--- src/sv/itf_pkg.sv ---
// ----------------------------------------------------------------------------
// itf_pkg
// Shared types and constants for the integer text formatter.
// ----------------------------------------------------------------------------
`default_nettype none
package itf_pkg;

   typedef struct packed {
      logic [63:0] value;
      logic [7:0]  field_width;
      logic [7:0]  min_length;
      logic [4:0]  radix;
      logic        want_prefix;
      logic        is_signed;
      logic        zero_pad;
      logic        left_align;
      logic        show_plus;
      logic        space_sign;
      logic        upper_case;
      logic        is_negative;
   } req_type;

   typedef struct packed {
      logic [63:0] text_chunk;
      logic [3:0]  chunk_count;
      logic        last_chunk;
   } rsp_type;

   typedef enum logic [2:0] {
      ST_IDLE,
      ST_DIV,
      ST_PLAN,
      ST_EMIT,
      ST_SEND
   } state_type;

   typedef enum logic [2:0] {
      SEG_LEAD,
      SEG_SIGN,
      SEG_PFX0,
      SEG_PFX1,
      SEG_ZERO,
      SEG_DIGIT,
      SEG_TRAIL,
      SEG_DONE
   } seg_type;

   localparam logic [7:0] CH_SPACE = 8'h20;
   localparam logic [7:0] CH_MINUS = 8'h2d;
   localparam logic [7:0] CH_PLUS  = 8'h2b;
   localparam logic [7:0] CH_ZERO  = 8'h30;

   function automatic logic [7:0] digit_char(input logic [3:0] d, input logic upper);
      logic [7:0] c;
      begin
         if (d < 4'd10) c = CH_ZERO + {4'd0, d};
         else if (upper) c = 8'h37 + {4'd0, d};
         else c = 8'h57 + {4'd0, d};
         return c;
      end
   endfunction

endpackage
`default_nettype wire

--- src/sv/itf_if.sv ---
// ----------------------------------------------------------------------------
// itf_if
// Valid/ready channel carrying one payload.
// ----------------------------------------------------------------------------
`default_nettype none
interface itf_if #(parameter type payload_type = logic) ();
   logic        valid;
   logic        ready;
   payload_type payload;
   modport source (output valid, output payload, input ready);
   modport sink   (input valid, input payload, output ready);
endinterface
`default_nettype wire

--- src/sv/itf_divider.sv ---
// ----------------------------------------------------------------------------
// itf_divider
// Restoring divider, one quotient bit per cycle, by a small radix.
// ----------------------------------------------------------------------------
`default_nettype none
module itf_divider #(
   parameter int VALUE_BITS = 64
) (
   input  wire logic                  clock,
   input  wire logic                  reset,
   input  wire logic                  start,
   input  wire logic [VALUE_BITS-1:0] dividend,
   input  wire logic [4:0]            divisor,
   output logic                       done,
   output logic [VALUE_BITS-1:0]      quotient,
   output logic [3:0]                 remainder
);
   localparam int CW = $clog2(VALUE_BITS + 1);

   logic [VALUE_BITS-1:0] q_ff, q_in;
   logic [4:0]            r_ff, r_in;
   logic [CW-1:0]         cnt_ff, cnt_in;
   logic                  busy_ff, busy_in;
   logic [5:0]            trial;

   always_comb begin
      q_in    = q_ff;
      r_in    = r_ff;
      cnt_in  = cnt_ff;
      busy_in = busy_ff;
      trial   = {r_ff, q_ff[VALUE_BITS-1]};
      if (start) begin
         q_in    = dividend;
         r_in    = '0;
         cnt_in  = CW'(VALUE_BITS);
         busy_in = 1'b1;
      end else if (busy_ff) begin
         if (trial >= {1'b0, divisor}) begin
            r_in = 5'(trial - {1'b0, divisor});
            q_in = {q_ff[VALUE_BITS-2:0], 1'b1};
         end else begin
            r_in = trial[4:0];
            q_in = {q_ff[VALUE_BITS-2:0], 1'b0};
         end
         cnt_in = cnt_ff - 1'b1;
         if (cnt_ff == CW'(1)) busy_in = 1'b0;
      end
   end

   always_ff @(posedge clock) begin
      if (reset) begin
         busy_ff <= 1'b0;
         cnt_ff  <= '0;
      end else begin
         busy_ff <= busy_in;
         cnt_ff  <= cnt_in;
      end
      q_ff <= q_in;
      r_ff <= r_in;
   end

   assign done      = busy_ff && (cnt_ff == CW'(1));
   assign quotient  = q_in;
   assign remainder = r_in[3:0];
endmodule
`default_nettype wire

--- src/sv/integer_text_formatter_unit.sv ---
// ----------------------------------------------------------------------------
// integer_text_formatter_unit
// Renders an integer as padded ASCII text, sent in chunks.
//
//   channel  dir  payload
//   req      in   value, width, precision, radix and flags
//   rsp      out  text_chunk, chunk_count, last_chunk
//
// Each digit comes from one pass of the bit-serial divider, then the text
// characters are written one by one into the chunk register, and each chunk
// is sent before the next one is filled. A stalled response holds the block;
// one request is in flight at a time. Reset clears control state only.
// ----------------------------------------------------------------------------
`default_nettype none
module integer_text_formatter_unit #(
   parameter int MAX_FIELD   = 255,
   parameter int VALUE_BITS  = 64,
   parameter int CHUNK_CHARS = 8
) (
   input  wire logic clock,
   input  wire logic reset,
   itf_if.sink       req,
   itf_if.source     rsp
);
   localparam int FW = $clog2(MAX_FIELD + 1);
   localparam int DW = $clog2(VALUE_BITS + 1);
   localparam int KW = $clog2(CHUNK_CHARS + 1);

   itf_pkg::state_type st_ff, st_in;
   itf_pkg::seg_type   seg_ff, seg_in;
   itf_pkg::req_type   r_ff, r_in;

   logic [VALUE_BITS-1:0] num_ff, num_in;
   logic [4:0]            rad_ff, rad_in;
   logic [4*VALUE_BITS-1:0] dig_ff, dig_in;
   logic [DW-1:0]         nd_ff, nd_in;
   logic [FW-1:0]         cnt_ff, cnt_in;
   logic [FW-1:0]         lead_ff, lead_in, zer_ff, zer_in;
   logic [1:0]            plen_ff, plen_in;
   logic                  sg_ff, sg_in;
   logic [7:0]            sgc_ff, sgc_in;
   logic [63:0]           chunk_ff, chunk_in;
   logic [KW-1:0]         cc_ff, cc_in;
   logic                  last_ff, last_in;
   logic                  go_ff, go_in;

   logic                  dv_start, dv_done;
   logic [VALUE_BITS-1:0] dv_q;
   logic [3:0]            dv_r;

   logic [FW-1:0] w_s, p_s, size_s, prec_s, pad_s;
   logic          zp;
   logic [7:0]    ch;
   logic          put;
   logic [FW-1:0] lim;
   logic          tail_done;

   assign dv_start = go_ff;

   itf_divider #(.VALUE_BITS(VALUE_BITS)) u_div (
      .clock(clock), .reset(reset), .start(dv_start), .dividend(num_ff),
      .divisor(rad_ff), .done(dv_done), .quotient(dv_q), .remainder(dv_r)
   );

   always_comb begin
      w_s = ({1'b0, r_ff.field_width} > 9'(MAX_FIELD)) ? FW'(MAX_FIELD)
            : FW'(r_ff.field_width);
      p_s = ({1'b0, r_ff.min_length} > 9'(MAX_FIELD)) ? FW'(MAX_FIELD)
            : FW'(r_ff.min_length);
      size_s = FW'(nd_ff) + FW'(plen_ff) + FW'(sg_ff);
      zp = r_ff.zero_pad && !r_ff.left_align;
      prec_s = (zp && p_s == '0) ? w_s : p_s;
      if (size_s > prec_s) prec_s = size_s;
      pad_s = (w_s > prec_s) ? FW'(w_s - prec_s) : '0;
   end

   always_comb begin
      st_in = st_ff; seg_in = seg_ff; r_in = r_ff; num_in = num_ff; rad_in = rad_ff;
      dig_in = dig_ff; nd_in = nd_ff; cnt_in = cnt_ff; lead_in = lead_ff;
      zer_in = zer_ff; plen_in = plen_ff; sg_in = sg_ff; sgc_in = sgc_ff;
      chunk_in = chunk_ff; cc_in = cc_ff; last_in = last_ff;
      go_in = 1'b0; ch = itf_pkg::CH_SPACE; put = 1'b0; lim = '0;
      req.ready = (st_ff == itf_pkg::ST_IDLE);
      rsp.valid = (st_ff == itf_pkg::ST_SEND);
      case (st_ff)
         itf_pkg::ST_IDLE: begin
            if (req.valid) begin
               r_in = req.payload;
               num_in = req.payload.value[VALUE_BITS-1:0];
               if (req.payload.radix < 5'd2) rad_in = 5'd2;
               else if (req.payload.radix > 5'd16) rad_in = 5'd16;
               else rad_in = req.payload.radix;
               nd_in = '0;
               go_in = 1'b1;
               st_in = itf_pkg::ST_DIV;
            end
         end
         itf_pkg::ST_DIV: begin
            if (dv_done) begin
               dig_in = {dig_ff[4*VALUE_BITS-5:0], dv_r};
               nd_in = nd_ff + 1'b1;
               num_in = dv_q;
               if (dv_q == '0 || nd_ff == DW'(VALUE_BITS - 1)) begin
                  st_in = itf_pkg::ST_PLAN;
               end else begin
                  go_in = 1'b1;
               end
            end
         end
         itf_pkg::ST_PLAN: begin
            plen_in = 2'd0;
            if (r_ff.want_prefix) begin
               if (rad_ff == 5'd2 || rad_ff == 5'd16) plen_in = 2'd2;
               else if (rad_ff == 5'd8) plen_in = 2'd1;
            end
            sg_in = 1'b0; sgc_in = itf_pkg::CH_SPACE;
            if (r_ff.is_signed) begin
               if (r_ff.is_negative) begin sg_in = 1'b1; sgc_in = itf_pkg::CH_MINUS; end
               else if (r_ff.show_plus) begin sg_in = 1'b1; sgc_in = itf_pkg::CH_PLUS; end
               else if (r_ff.space_sign) sg_in = 1'b1;
            end
            seg_in = itf_pkg::SEG_LEAD; cnt_in = '0;
            cc_in = '0; chunk_in = '0; last_in = 1'b0;
            st_in = itf_pkg::ST_EMIT;
            lead_in = '0;
         end
         itf_pkg::ST_EMIT: begin
            lead_in = pad_s;
            zer_in = FW'(prec_s - size_s);
            case (seg_ff)
               itf_pkg::SEG_LEAD: begin
                  lim = r_ff.left_align ? '0 : pad_s;
                  if (cnt_ff < lim) begin put = 1'b1; ch = itf_pkg::CH_SPACE;
                     cnt_in = cnt_ff + 1'b1; end
                  else begin seg_in = itf_pkg::SEG_SIGN; cnt_in = '0; end
               end
               itf_pkg::SEG_SIGN: begin
                  if (sg_ff) begin put = 1'b1; ch = sgc_ff; end
                  seg_in = itf_pkg::SEG_PFX0;
               end
               itf_pkg::SEG_PFX0: begin
                  if (plen_ff != 2'd0) begin put = 1'b1; ch = itf_pkg::CH_ZERO; end
                  seg_in = itf_pkg::SEG_PFX1;
               end
               itf_pkg::SEG_PFX1: begin
                  if (plen_ff == 2'd2) begin
                     put = 1'b1;
                     if (rad_ff == 5'd2) ch = r_ff.upper_case ? 8'h42 : 8'h62;
                     else ch = r_ff.upper_case ? 8'h58 : 8'h78;
                  end
                  seg_in = itf_pkg::SEG_ZERO;
               end
               itf_pkg::SEG_ZERO: begin
                  if (cnt_ff < zer_in) begin put = 1'b1; ch = itf_pkg::CH_ZERO;
                     cnt_in = cnt_ff + 1'b1; end
                  else begin seg_in = itf_pkg::SEG_DIGIT; cnt_in = '0; end
               end
               itf_pkg::SEG_DIGIT: begin
                  put = 1'b1;
                  ch = itf_pkg::digit_char(dig_ff[3:0], r_ff.upper_case);
                  dig_in = dig_ff >> 4;
                  if (cnt_ff == FW'(nd_ff - 1'b1)) begin
                     seg_in = itf_pkg::SEG_TRAIL; cnt_in = '0;
                  end else begin
                     cnt_in = cnt_ff + 1'b1;
                  end
               end
               itf_pkg::SEG_TRAIL: begin
                  lim = r_ff.left_align ? pad_s : '0;
                  if (cnt_ff < lim) begin put = 1'b1; ch = itf_pkg::CH_SPACE;
                     cnt_in = cnt_ff + 1'b1; end
                  else seg_in = itf_pkg::SEG_DONE;
               end
               default: begin
                  last_in = 1'b1;
                  st_in = itf_pkg::ST_SEND;
               end
            endcase
            if (put) begin
               chunk_in[8*cc_ff[$clog2(CHUNK_CHARS > 1 ? CHUNK_CHARS : 2)-1:0] +: 8] = ch;
               cc_in = cc_ff + 1'b1;
               if (cc_ff == KW'(CHUNK_CHARS - 1)) st_in = itf_pkg::ST_SEND;
            end
         end
         itf_pkg::ST_SEND: begin
            if (rsp.ready) begin
               if (tail_done) st_in = itf_pkg::ST_IDLE;
               else st_in = itf_pkg::ST_EMIT;
               cc_in = '0; chunk_in = '0;
            end
         end
         default: st_in = itf_pkg::ST_IDLE;
      endcase
   end

   // a full chunk that closes the text is marked last when sent
   assign tail_done = last_ff || (seg_ff == itf_pkg::SEG_DONE) ||
      (seg_ff == itf_pkg::SEG_TRAIL && (r_ff.left_align ? cnt_ff >= lead_ff : 1'b1));

   always_comb begin
      rsp.payload = '0;
      rsp.payload.text_chunk = chunk_ff;
      rsp.payload.chunk_count = 4'(cc_ff);
      rsp.payload.last_chunk = tail_done;
   end

   always_ff @(posedge clock) begin
      if (reset) begin
         st_ff  <= itf_pkg::ST_IDLE;
         seg_ff <= itf_pkg::SEG_LEAD;
         last_ff <= 1'b0;
         cc_ff <= '0;
         go_ff <= 1'b0;
      end else begin
         st_ff <= st_in;
         seg_ff <= (st_ff == itf_pkg::ST_SEND && rsp.ready && st_in == itf_pkg::ST_IDLE)
                   ? itf_pkg::SEG_LEAD : seg_in;
         last_ff <= last_in;
         cc_ff <= cc_in;
         go_ff <= go_in;
      end
      r_ff <= r_in; num_ff <= num_in; rad_ff <= rad_in; dig_ff <= dig_in;
      nd_ff <= nd_in; cnt_ff <= cnt_in; lead_ff <= lead_in; zer_ff <= zer_in;
      plen_ff <= plen_in; sg_ff <= sg_in; sgc_ff <= sgc_in; chunk_ff <= chunk_in;
   end

   a_cc_range: assert property (@(posedge clock) disable iff (reset)
      rsp.valid |-> (cc_ff != '0 && cc_ff <= KW'(CHUNK_CHARS))) else $error("chunk count");
   a_busy: assert property (@(posedge clock) disable iff (reset)
      rsp.valid |-> !req.ready) else $error("accept while sending");
   a_hold: assert property (@(posedge clock) disable iff (reset)
      (rsp.valid && !rsp.ready) |=> (rsp.valid && $stable(chunk_ff))) else $error("hold");
endmodule
`default_nettype wire

--- src/flat_wrapper.sv ---
// flat-port wrapper written by rule: the top's interface ports become plain ports
module integer_text_formatter_unit_flat 
#(
   parameter int MAX_FIELD   = 255,
   parameter int VALUE_BITS  = 64,
   parameter int CHUNK_CHARS = 8
)
  (clock, reset, req_valid, req_payload, req_ready, rsp_valid, rsp_payload, rsp_ready);
  itf_if #(.payload_type(itf_pkg::req_type)) req_i ();
  itf_if #(.payload_type(itf_pkg::rsp_type)) rsp_i ();
  input  wire logic clock;
  input  wire logic reset;
  input wire logic [$bits(req_i.valid)-1:0] req_valid;
  input wire logic [$bits(req_i.payload)-1:0] req_payload;
  output wire logic [$bits(req_i.ready)-1:0] req_ready;
  output wire logic [$bits(rsp_i.valid)-1:0] rsp_valid;
  output wire logic [$bits(rsp_i.payload)-1:0] rsp_payload;
  input wire logic [$bits(rsp_i.ready)-1:0] rsp_ready;
  assign req_i.valid = req_valid;
  assign req_i.payload = req_payload;
  assign req_ready = req_i.ready;
  assign rsp_valid = rsp_i.valid;
  assign rsp_payload = rsp_i.payload;
  assign rsp_i.ready = rsp_ready;
  integer_text_formatter_unit #(.MAX_FIELD(MAX_FIELD), .VALUE_BITS(VALUE_BITS), .CHUNK_CHARS(CHUNK_CHARS)) u_core (.clock(clock), .reset(reset), .req(req_i), .rsp(rsp_i));
endmodule
--- config.mk ---
export PLATFORM = sky130hd
export DESIGN_NAME = integer_text_formatter_unit_flat
export DESIGN_NICKNAME = d
export VERILOG_FILES = /design/src/sv/itf_pkg.sv /design/src/sv/itf_if.sv /design/src/sv/itf_divider.sv /design/src/sv/integer_text_formatter_unit.sv /design/src/flat_wrapper.sv
export SDC_FILE = /design/constraint.sdc
export NUM_CORES = 1
export LEC_CHECK = 0
export BUFFER_PORTS_ARGS = -buffer_cell sky130_fd_sc_hd__clkbuf_2
export CORE_MARGIN = 10
export CORE_UTILIZATION = 38
export CTS_CLUSTER_SIZE = 30
export DETAILED_ROUTE_END_ITERATION = 12
export MAX_ROUTING_LAYER = met4
export PLACE_DENSITY = 0.53
export SLEW_MARGIN = 10
export SYNTH_ARGS = -nofsm -noshare
export SYNTH_HDL_FRONTEND = slang
export SYNTH_HIERARCHICAL = 1
export SYNTH_SLANG_ARGS = --single-unit
--- constraint.sdc ---
create_clock -name clock -period 28.5 [get_ports clock]
set_input_delay 0 -clock clock [delete_from_list [all_inputs] [get_ports clock]]
set_output_delay 0 -clock clock [all_outputs]
set_load 0.02 [all_outputs]
; Word-level counts from Yosys, hierarchy flattened
; Cells that the tools add are included.
; W data, S select, Z words.
[classes]
add_sub_neg = 14
order_cmp = 10
n_eq_ne = 32
n_shift = 2
mux = 88
bitwise = 2
reduce_logical = 35
[op_table]
columns = op, n
row1 = $mux W256, 2
row2 = $pmux W256 S2, 1
row3 = $mux W64, 6
row4 = $pmux W64 S3, 1
row5 = $pmux W64 S2, 1
row6 = $mux W8, 15
row7 = $bwmux W64, 1
row8 = $logic_not A64 Y1, 1
row9 = $shift A8 B34 Y64 const A, 1
row10 = $shiftx A8 B34 Y64, 1
row11 = $pmux W8 S5, 1
row12 = $neg A6 Y34, 1
row13 = $mux W3, 11
row14 = $pmux W8 S2, 2
row15 = $pmux W8 S4, 1
row16 = $mux W7, 4
row17 = $lt A8 B8 Y1, 3
row18 = $mux W4, 6
row19 = $pmux W3 S7, 1
row20 = $mux W1, 20
row21 = $mux W5, 4
row22 = $gt A8 B8 Y1, 2
row23 = $sub A8 B8 Y8, 2
row24 = $eq A3 B3 Y1 const B, 5
row25 = other kinds (52), 90
[word_totals]
register_bits = 536
in_bits = 97
out_inout_bits = 71
elab_cells = 217

; Logic depth before layout (Yosys ltp)
; Gate-level depths: netlist of the first run.
[logic_depth]
depth_word = 18
mapped_depth = 32
mapped_depth_nobuf = 31

; Hierarchy
; Netlist of the first run, hierarchy kept.
[by_module_without_submodules]
columns = module, instances, cells_each, area_per_inst_um2, seq_area_each_um2
row1 = integer_text_formatter_unit, 1, 2207, 21923.5, 13513.0
row2 = itf_divider, 1, 374, 3445.8, 1541.5

; Worst setup path before layout of the first run
; OpenSTA, ideal clock, no wires.
[synth_path]
path_type = reg2reg
start = reg u_core.st_ff[2]
end = reg u_core.dig_ff[0], enable pin
t_arrival_ns = 18.842
setup_slack_ns = 8.431
path_stages_with_launch = 6
cell_sequence = dfxtp_1 > clkbuf_1 > nand3b_1 > clkbuf_1 > clkbuf_1 > o21ai_0
[synth_between]
elab_chain_len = 3
elab_cells_between_ends = 6
[synth_rtl]
columns = item, line
row1 = from (decl), integer_text_formatter_unit.sv:29  ; itf_pkg::state_type st_ff, st_in;
row2 = from (signal assigned), integer_text_formatter_unit.sv:209  ; st_ff <= itf_pkg::ST_IDLE;
row3 = from (signal assigned), integer_text_formatter_unit.sv:215  ; st_ff <= st_in;
row4 = $eq A3 B2 Y1 or $eq A3 B1 Y1 (tied branches), integer_text_formatter_unit.sv:85  ; case (st_ff)
row5 = "$ne A2 B2 Y1 (no source line), or another cell as far along", n/a
row6 = $reduce_and A3 Y1 (no source line) (*), n/a
row7 = to (signal assigned), integer_text_formatter_unit.sv:222  ; r_ff <= r_in; num_ff <= num_in; rad_ff <= rad_in; dig_ff <= dig_in;
row8 = to (decl), integer_text_formatter_unit.sv:35  ; logic [4*VALUE_BITS-1:0] dig_ff, dig_in;
; Mark *: on every way between the ends. The rest lies on a longest branch, timed or not.
; A chain may end at the register's enable or synchronous reset.

; Worst setup path after layout of the first run
[layout_path]
start = reg u_core.nd_ff[0]
end = reg u_core.chunk_ff[11], enable pin
[layout_between]
elab_chain_len = 13
elab_cells_between_ends = 20
[layout_rtl]
columns = item, line
row1 = from (decl), integer_text_formatter_unit.sv:36  ; logic [DW-1:0] nd_ff, nd_in;
row2 = from (signal assigned), integer_text_formatter_unit.sv:223  ; nd_ff <= nd_in; cnt_ff <= cnt_in; lead_ff <= lead_in; zer_ff <= zer_in;
row3 = $add A7 B2 Y8 (*), integer_text_formatter_unit.sv:70  ; size_s = FW'(nd_ff) + FW'(plen_ff) + FW'(sg_ff);
row4 = $add A8 B1 Y8 (*), integer_text_formatter_unit.sv:70
row5 = $gt A8 B8 Y1, integer_text_formatter_unit.sv:73  ; if (size_s > prec_s) prec_s = size_s;
row6 = $mux W8, integer_text_formatter_unit.sv:73
row7 = $sub A8 B8 Y8 or $gt A8 B8 Y1 (tied branches), integer_text_formatter_unit.sv:74  ; pad_s = (w_s > prec_s) ? FW'(w_s - prec_s) : '0;
row8 = $mux W8, integer_text_formatter_unit.sv:74
row9 = "$mux W8, on equally long branches", "integer_text_formatter_unit.sv:169, integer_text_formatter_unit.sv:132"
row10 = "$lt A8 B8 Y1, on equally long branches", "integer_text_formatter_unit.sv:170, integer_text_formatter_unit.sv:133"
row11 = "$mux W1, on equally long branches", "integer_text_formatter_unit.sv:170, integer_text_formatter_unit.sv:133"
row12 = $pmux W1 S7 (*), integer_text_formatter_unit.sv:130  ; case (seg_ff)
row13 = $mux W1 (*), integer_text_formatter_unit.sv:85
row14 = $ne A2 B1 Y1 (no source line) (*), n/a
row15 = $reduce_and A3 Y1 (no source line) (*), n/a
row16 = to (signal assigned), integer_text_formatter_unit.sv:224  ; plen_ff <= plen_in; sg_ff <= sg_in; sgc_ff <= sgc_in; chunk_ff <= chunk_in;
row17 = to (decl), integer_text_formatter_unit.sv:42  ; logic [63:0] chunk_ff, chunk_in;
; Mark *: on every way between the ends. The rest lies on a longest branch, timed or not. The select of a mux whose other input is x is not followed.

==> out/qor.yml, run 1 <==
drc: 0
ant_nets: 0
rsz0062_at_grt: "false"
whs_ns: 0.0894
htreeDepth: 2
synthMostInstantiatedCell: "nand2_1"
cpPeakStageDelay_ns: 0.90
numPortBuffers: 167
pwr-share-clk_pct: 39.8
initial_core_util_pct: 38.4
drt_iter0_drc: 1542
place_congestion: 0.805
dpl.hpwl_microns: 38000
totalWireLength_microns: 58600
coreArea_sq_mm: 0.0660
ys.flop_type: "edfxtp_1"
period_minus_slack_ns: 8.80
arrival_ns: 9.04
fin_setup_tns_ns: 0
placed_cell_area_sq_mm: 0.0269
gr-total-overflow: 0
reg2reg_depth: 29
irDropWorstVdd_mv: 0.0477
vias: 18600
clockBufferDepth: 3
row_count: 94
syn_avg_cell_area_sq_um: 9.83
cp_num_cells: 29
ys_seq_elements: 531
fin_area_sq_mm: 0.0298
fmax_ghz: 0.114
syn-cell-area_sq_mm: 0.0254
ys_warn_count: 6
syn-num-nets: 2750
die_w_microns: 278
leakage_nw: 12.0
wl_per_cell_microns: 15.8
status: "finished, final reports clean"
die_area_sq_mm: 0.0775
grtUsageTotal_pct: 15.2
synth_cell_types: 74
path_delay_family: "simple AND/OR/NAND/NOR gates"
finClkSkew_ns: 0.0329
timing.final.crit_share_pct: 30.9
ioPinCount: 168
grt_antenna_before_repair: 4
grt_pass1_wl_microns: 96100
synth_area_leaders: "edfxtp_1, nand2_1, dfxtp_1, mux2i_1, ha_1"
clkLatencyLatePin_ns: 0.62
max_slew.worst_pin.slew_ns: 1.18
first_pass_iters: 5
ys_async_sr_fraction_pct: 0
grt_pass1_vias: 18700
slew_headroom_pct: 21.2
avgViaCountPerCell: 5.02
hold_viol_final: 0
cap_violations: 0
cts_buffers: 58
postSynthCellCount: 2581
crit_path_start_kind: "register"
path_buf_inv: 5
finalPower_w: 0.00187
cts_tree: "yes"
synth_edf_count: 442
stdcell_count: 3702
critPathSlowestCell: "a21oi_1"
die_y_microns: 278
yosys-top-cells-count: "nand2_1, edfxtp_1, nor2_1, clkbuf_1, mux2i_1"
clkSlewWorstSetupHoldPaths_ns: 0.06
power_switching_share_pct: 24.7
synth_top_cell_area_share_pct: 52.3
clkSinkCount: 531
worstPathRequired_ns: 28.74
drive_above_1_share_pct: 10.3
final-setup-viol-count: 0
internal_power_w: 0.00140
ys_seq_area_share_pct: 59.3
seqPwrFrac_pct: 49.1
drv_slew: 0
power_density_mw_per_mm2: 62.7
critPathMaxFanout: 64
hold_depth: 2
cts-root-buf: "clkbuf_16"
hold_path.class: "in -> reg"
end_kind: "register"
crit_top_cell: "inv_1"
power_frac_comb_pct: 11.1
nets: 2956
yosysTopAreaCell: "edfxtp_1"
syn_to_final_growth_pct: 17.3
dpl.cell_count: 3493
grt_max_degree: 260
cts-resized-gates: 0
path_class: "reg -> reg"
p_sw_w: 0.000461
## worst paths after layout
kind                          from                    to  slack (ns)
setup / recovery   u_core/nd_ff[0]   u_core/chunk_ff[11]       19.70
setup reg to reg   u_core/nd_ff[0]   u_core/chunk_ff[11]       19.70
hold / removal     req_payload[24]         u_core/w_s[3]        0.09
hold reg to reg   u_core/num_ff[0]  u_core/u_div/q_ff[0]        0.49
## worst register-to-register path, delay by kind of cell (launching register included)
family	cells	cell delay [ns]
flip-flops	1	0.54
buffers and inverters	5	1.09
adder cells (fa/ha/maj)	5	1.69
XOR/XNOR	1	0.21
multiplexers	1	0.42
AND/OR/NAND/NOR	9	2.31
AO/OA/AOI/OAI	8	2.11
## final cells by class
cell class / instances / area (sq um)
repair buffers: 280 / 1970
fillers: 6244 / 36200
well taps: 864 / 1080
clock buffers: 74 / 1560
diodes: 4 / 10.0
multi-input cells: 1856 / 9540
flip-flops and latches: 531 / 15100
inverters: 60 / 225
clock inverters: 33 / 312
## registers in the layout, summed over array words and instances, names as in the netlist, 7 cells and up
| register | cells |
|---|---|
| u_core/chunk_ff | 64 |
| u_core/cnt_ff | 8 |
| u_core/dig_ff | 256 |
| u_core/lead_ff | 8 |
| u_core/nd_ff | 7 |
| u_core/num_ff | 64 |
| u_core/p_s | 8 |
| u_core/r_ff | 8 |
| u_core/u_div/cnt_ff | 7 |
| u_core/u_div/q_ff | 64 |
| u_core/w_s | 8 |
## per-layer routing
metal | vias up | share of wire [%] | GRT usage (%)
li1 | 9206 | - | -
met1 | 8893 | 49 | 20.5
met2 | 413 | 44 | 23.2
met3 | 89 | 5.0 | 2.85
met4 | 0 | 2.1 | 3.86
met5 | - | 0 | -
## power groups by stage
stage | Combinational (W) | Clock [W] | Sequential, W
final | 0.000207 | 0.000742 | 0.000917
after global routing | 0.000237 | 0.000796 | 0.000923
after CTS | 0.000208 | 0.000765 | 0.000917
after detailed placement | 0.000196 | 0 | 0.000933
after global placement | 0.000192 | 0 | 0.000932
after floorplan | 0.000152 | 0 | 0.000922
## stage by stage
stage / worst slack, ns / util (%)
2_1_floorplan: 8.43 / -
3_3_place_gp: 19.98 / 40.7
3_5_place_dp: 19.80 / 40.7
4_1_cts: 19.74 / 45.1
5_1_grt: 18.95 / 45.1
6_report: 19.70 / 45.1
## cell families after synthesis
group                    Yosys count  synth area share (%)
AND/OR/NAND/NOR                 1407                  22.6
flip-flops                       531                  59.3
AO/OA/AOI/OAI                    238                  5.87
buffers and inverters            194                  3.19
multiplexers                      92                  3.63
adder cells (fa/ha/maj)           72                  3.70
XOR/XNOR                          47                  1.62
## layout by cell type (no fill, tap or decap), types with 59 or more instances in the layout
cell type / netlist / layout
dlygate4sd3_1: 0 / 97
edfxtp_1: 442 / 442
nand2_1: 1088 / 1087
ha_1: 67 / 67
clkbuf_2: 0 / 167
dfxtp_1: 89 / 87
mux2i_1: 92 / 92
inv_1: 59 / 59
nor2_1: 127 / 127
o21ai_0: 84 / 83
a21oi_1: 64 / 64
## timing repair
| item | 4_1_cts | 5_1_grt |
|---|---|---|
| hold buffers | 97 | 0 |
| endpoints found under the hold margin | 113 | 0 |
| setup buffers | 0 | 0 |
Power figures use the tool's default switching activity.
==> run 2: changes to the inputs <==
ABC_AREA = 1   (was not set)
clock period = 8.3 ns   (was 28.5 ns; I/O delays follow)
==> run 2 against run 1 <==
  * Worst hold slack gained 0.011 ns
  * Via count increased by 4.2%
  * Maximum frequency grew 20%
  * Core utilization down 0.21 points
  * Total power grew to 3.4 times the previous value
  * Critical path type unchanged
  * Largest power group unchanged
==> out/qor.yml, run 2 <==
status: "finished, final reports clean"
critPathSlowestCell: "edfxtp_1"
synth_edf_count: 442  # unchanged
synth_area_leaders: "edfxtp_1, nand2_1, dfxtp_1, a21oi_1, ha_1"
irDropWorstVdd_mv: 0.139  # +190%
top_register: "u_core/dig_ff"
layout_common_cells: "nand2_1, edfxtp_1, a21oi_1"
crit_path_start_kind: "register"
cts-root-buf: "clkbuf_16"
postCtsSetupBuffers: 0  # unchanged
grt_pass1_wl_microns: 96800  # +0.70%
p_sw_w: 0.00160  # +250%
clkSlewWorstSetupHoldPaths_ns: 0.06  # about the same
period_minus_slack_ns: 7.32  # -1.48 ns
die_area_sq_mm: 0.0777  # +0.21%
ys_seq_area_share_pct: 59.2  # -0.13 points
seqPwrFrac_pct: 49.7  # +0.6 points
hold_viol_final: 0  # unchanged
largest_register_ffs: 256  # unchanged
cpPeakStageDelay_ns: 0.47  # -0.43 ns
finClkSkew_ns: 0.0243  # -0.00858 ns
power_switching_share_pct: 25.4  # +0.70 points
nets: 3166  # +7.1%
first_pass_iters: 5  # unchanged
final-setup-viol-count: 0  # unchanged
grt_pass1_vias: 18800  # +0.94%
clkLatencyLatePin_ns: 0.62  # about the same
crit_top_cell: "nor2_1"
rsz0062_at_grt: "false"
fin_area_sq_mm: 0.0297  # -0.29%
synthMostInstantiatedCell: "nand2_1"
wl_per_cell_microns: 15.1  # -4.8%
synth_cell_types: 60  # -19%
power_density_mw_per_mm2: 212  # +240%
avgViaCountPerCell: 4.96  # -1.3%
fin_setup_tns_ns: 0  # unchanged
initial_core_util_pct: 38.5  # about the same
worstPathRequired_ns: 8.54  # -20.20 ns
pwr-share-clk_pct: 38.4  # -1.4 points
setup_slack_ns: 0.978  # -18.72 ns
critPathMaxFanout: 66  # +3.1%
vias: 19400  # +4.2%
drt_iter0_drc: 1761  # +14%
gr-total-overflow: 0  # unchanged
cap_violations: 0  # unchanged
syn-cell-area_sq_mm: 0.0254  # +0.23%
drive_above_1_share_pct: 10.5  # +0.15 points
syn_avg_cell_area_sq_um: 9.13  # -7.1%
path_delay_family: "simple AND/OR/NAND/NOR gates"
pre_cts_ws_ns: 0.767  # -19.03 ns
slew_headroom_pct: 21.8  # +0.59 points
die_y_microns: 279  # +0.11%
power_frac_comb_pct: 11.9  # +0.8 points
yosysTopAreaCell: "edfxtp_1"
clkSinkCount: 531  # unchanged
ant_nets: 0  # unchanged
numPortBuffers: 167  # unchanged
ys.flop_type: "edfxtp_1"
path_class: "reg -> reg"
cts_tree: "yes"
ys_async_sr_fraction_pct: 0  # unchanged
final_common_cell: "nand2_1"
internal_power_w: 0.00468  # +230%
grt_antenna_before_repair: 3  # -1
grt_max_degree: 200  # -23%
grtUsageTotal_pct: 15.2  # -0.018 points
synth_top_cell_area_share_pct: 52.2  # -0.12 points
timing.final.crit_share_pct: 88.2  # +57 points
placed_cell_area_sq_mm: 0.0269  # +0.17%
dpl.hpwl_microns: 38100  # +0.39%
arrival_ns: 7.57  # -1.47 ns
postSynthCellCount: 2784  # +7.9%
totalWireLength_microns: 59000  # +0.55%
coreArea_sq_mm: 0.0661  # +0.18%
row_count: 94  # unchanged
drc: 0  # unchanged
leakage_nw: 12.7  # +6.2%
ioPinCount: 168  # unchanged
syn_to_final_growth_pct: 16.7
end_kind: "register"
max_slew.worst_pin.slew_ns: 1.17  # -0.00880 ns
die_w_microns: 279  # +0.11%
fmax_ghz: 0.137  # +20%
place_congestion: 0.842  # +4.6%
finalPower_w: 0.00628  # +240%
cts_buffers: 57  # -1.7%
path_buf_inv: 7  # +2
hold_path.class: "in -> reg"
syn-num-nets: 2953  # +7.4%
drv_slew: 0  # unchanged
ys_warn_count: 6  # unchanged
utilization_pct: 44.9  # -0.21 points
htreeDepth: 2  # unchanged
yosys-top-cells-count: "nand2_1, edfxtp_1, a21oi_1, nor2_1, inv_1"
ys_seq_elements: 531  # unchanged
clockBufferDepth: 3  # unchanged
==> run 2: cell count changes in the layout (fill, tap and decap cells not counted), sizes merged, moves of 16 or more <==
cell / previous run / this run
a21oi: 64 / 235
and3: 21 / 0
inv: 61 / 210
mux2i: 92 / 0
nor2: 127 / 221
nor3: 32 / 16
o21ai: 85 / 143
==> run 2: what timing repair did <==
action	4_1_cts	5_1_grt
hold buffers	99	0
endpoints found under the hold margin	107	0
gates resized for setup	0	1
endpoints found under the setup margin	0	65
==> run 2: cell families after synthesis <==
family / count (synthesis) / share of synthesized area (%)
xor gates and xnor gates: 33 / 1.14
adders and majority gates: 72 / 3.69
AOI/OAI and AO/OA: 410 / 8.55
buffers and inverters: 338 / 5.41
DFF: 531 / 59.2
and+or+nand+nor: 1400 / 22.0
==> run 2: area by class of cell <==
class	instances	area (sq um)
Fill cell	6382	36400
Sequential cell	531	15100
Multi-Input combinational cell	1915	9020
Timing Repair Buffer	281	1950
Clock buffer	74	1490
Tap cell	864	1080
Inverter	211	811
Clock inverter	28	251
Antenna cell	5	12.5
==> run 2: path summary, 6_finish.rpt <==
check / endpoint / cells past startpoint / slack [ns] / from
max: u_core/chunk_ff[23] / 40 / 0.98 / u_core/nd_ff[0]
max reg2reg: u_core/chunk_ff[23] / 40 / 0.98 / u_core/nd_ff[0]
min reg2reg: u_core/last_ff / 2 / 0.48 / u_core/last_ff
min: u_core/w_s[6] / 2 / 0.10 / req_payload[27]
==> run 2: layer usage <==
layer | wire [microns] | GRT usage, % | share of wire, %
met1 | 28800 | 21.1 | 49
met2 | 25500 | 22.6 | 43
met5 | 0 | - | 0
met4 | 988 | 3.54 | 1.7
met3 | 3720 | 3.03 | 6.3
==> run 2: per-stage QoR <==
stage	hold WS, ns	std cells
finish	0.100	3909
global route	0.0620	3907
CTS	0.0597	3904
detailed placement	0.179	3703
global placement	0.178	3703
floorplan	0.0691	2784
==> run 2: power by group through the flow <==
stage	registers [W]	clock network, W	logic (W)
6_report	0.00312	0.00241	0.000750
4_1_cts	0.00312	0.00250	0.000755
5_1_grt	0.00314	0.00260	0.000870
3_3_place_gp	0.00317	0	0.000702
3_5_place_dp	0.00317	0	0.000713
2_1_floorplan	0.00315	0	0.000544
==> run 3: changes to the inputs <==
REMOVE_ABC_BUFFERS = 1   (was not set)
==> run 3 against run 2 <==
  * Critical path type unchanged
  * Register-to-register slack got worse by 0.12 ns
  * Worst hold slack got worse by 0.0097 ns
  * Clock power is 6% higher
  * Setup slack got worse by 0.12 ns
  * Critical endpoint is now u_core/chunk_ff[37]
  * Sequential share of layout area shrank 0.24 points
  * First-iteration DRC count is 6.7% lower
  * Critical path depth stayed put
  * Via count about the same
  * Maximum frequency shrank 1.6%
  * Non-clock buffer count unchanged
  * Die area unchanged
==> out/qor.yml, run 3 (same netlist as run 2, synthesis figures left out) <==
status: "finished, final reports clean"
largest_register_ffs: 256  # unchanged
clkSlewWorstSetupHoldPaths_ns: 0.06  # about the same
row_count: 94  # unchanged
grt_antenna_before_repair: 0  # -3
end_kind: "register"
finClkSkew_ns: 0.0395  # +0.0152 ns
nets: 3166  # unchanged
drv_slew: 0  # unchanged
met2_usage_pct: 23.3  # +0.73 points
fmax_ghz: 0.134  # -1.6%
utilization_pct: 45.1  # +0.22 points
hold_viol_final: 0  # unchanged
fill_cells: 6385  # +0.047%
syn_to_final_growth_pct: 17.3
cts-root-buf: "clkbuf_16"
fin_setup_tns_ns: 0  # unchanged
coreArea_sq_mm: 0.0661  # unchanged
slew_headroom_pct: 24.4  # +2.6 points
htreeDepth: 2  # unchanged
n_antenna_cell: 0  # -5
arrival_ns: 7.66  # +0.09 ns
reg2reg_from: "u_core/nd_ff[0]"
critPathSlowestCell: "inv_4"
rsz0062_at_grt: "false"
hold_path.class: "in -> reg"
drc: 0  # unchanged
power_density_mw_per_mm2: 216  # +2.0%
crit_path_start_kind: "register"
avgViaCountPerCell: 4.96  # about the same
ant_nets: 0  # unchanged
first_pass_iters: 6  # +1
grtUsageMet1_pct: 21.0  # about the same
wl_per_cell_microns: 15.3  # +1.5%
finalPower_w: 0.00643  # +2.5%
die_w_microns: 279  # unchanged
setup_slack_ns: 0.862  # -0.116 ns
dpl.hpwl_microns: 38000  # -0.27%
cts_buffers: 57  # unchanged
ioPinCount: 168  # unchanged
clkSinkCount: 531  # unchanged
cap_violations: 0  # unchanged
grt_pass1_wl_microns: 98500  # +1.8%
top_usage_layer: "met2"
numPortBuffers: 167  # unchanged
die_area_sq_mm: 0.0777  # unchanged
totalWireLength_microns: 59800  # +1.4%
grt_pass1_vias: 18900  # +0.16%
min-delay-start: "req_payload[26]"
clockBufferDepth: 3  # unchanged
die_y_microns: 279  # unchanged
clkLatencyLatePin_ns: 0.63  # about the same
crit_top_cell: "nor2_1"
period_minus_slack_ns: 7.44  # +0.116 ns
postCtsSetupBuffers: 0  # unchanged
cts_tree: "yes"
layout_common_cells: "nand2_1, edfxtp_1, a21oi_1"
max_slew.worst_pin.slew_ns: 1.13  # -0.0394 ns
gr-total-overflow: 0  # unchanged
grtUsageTotal_pct: 15.5  # +0.31 points
vias: 19400  # -0.041%
cpPeakStageDelay_ns: 0.59  # +0.12 ns
timing.final.crit_share_pct: 89.6  # +1.4 points
path_class: "reg -> reg"
irDropWorstVdd_mv: 0.153  # +10%
worstPathRequired_ns: 8.52  # -0.02 ns
drive_above_1_share_pct: 10.7  # +0.22 points
initial_core_util_pct: 38.5  # unchanged
drt_iter0_drc: 1643  # -6.7%
grt.met3_usage_pct: 3.10  # +0.075 points
pre_cts_ws_ns: 0.774  # +0.00676 ns
final-setup-viol-count: 0  # unchanged
top_register: "u_core/dig_ff"
place_congestion: 0.840  # -0.20%
leakage_nw: 12.8  # +0.61%
critPathMaxFanout: 66  # unchanged
crit_start: "u_core/nd_ff[0]"
grt_max_degree: 244  # +22%
final_common_cell: "nand2_1"
-- run 3: power by group --
part           total, W  switching (W)  leakage [nW]  internal [W]
Clock           0.00256        0.00106         0.919       0.00150
Combinational  0.000750       0.000461          7.00      0.000288
Sequential      0.00312      0.0000851          4.86       0.00304
-- run 3: timing repair --
item / 4_1_cts / 5_1_grt
hold endpoints to repair: 111 / 0
hold buffers: 99 / 0
resized for setup: 0 / 0
-- run 3: critical path: cells and delay by family, from the launching register on --
family | cells | cell delay, ns
buf+inv | 7 | 1.16
compound gates | 4 | 1.04
simple gates | 23 | 2.56
fa+ha+maj | 5 | 1.50
flops | 1 | 0.46
xor+xnor | 1 | 0.30
-- run 3: layout make-up --
class	instances	area [sq um]	share of cell area, %
clock buffers	78	1600	5.36
clock inverters	26	290	0.973
inverters	211	808	2.71
multi-input cells	1915	9020	30.3
flip-flops and latches	531	15100	50.5
well taps	864	1080	3.63
repair buffers	281	1960	6.59
-- run 3: worst paths after layout --
kind / end / slack (ns) / depth (start not counted)
setup / recovery: u_core/chunk_ff[37] / 0.86 / 40
hold / removal: u_core/w_s[5] / 0.09 / 2
setup reg to reg: u_core/chunk_ff[37] / 0.86 / 40
hold reg to reg: u_core/u_div/q_ff[4] / 0.48 / 2
-- run 3: per-layer routing --
metal,wire [microns],share of wire (%)
met1,28400,48
met5,0,0
met3,3490,5.8
met4,1200,2.0
met2,26700,45
-- run 3: metrics by stage --
stage	std cells	instance area, sq um	hold slack [ns]
final	3906	29800	0.0907
after global routing	3906	29800	0.0557
after CTS	3906	29800	0.0496
after detailed placement	3703	26900	0.179
after global placement	3703	26900	0.178
after floorplan	2657	24900	0.0624
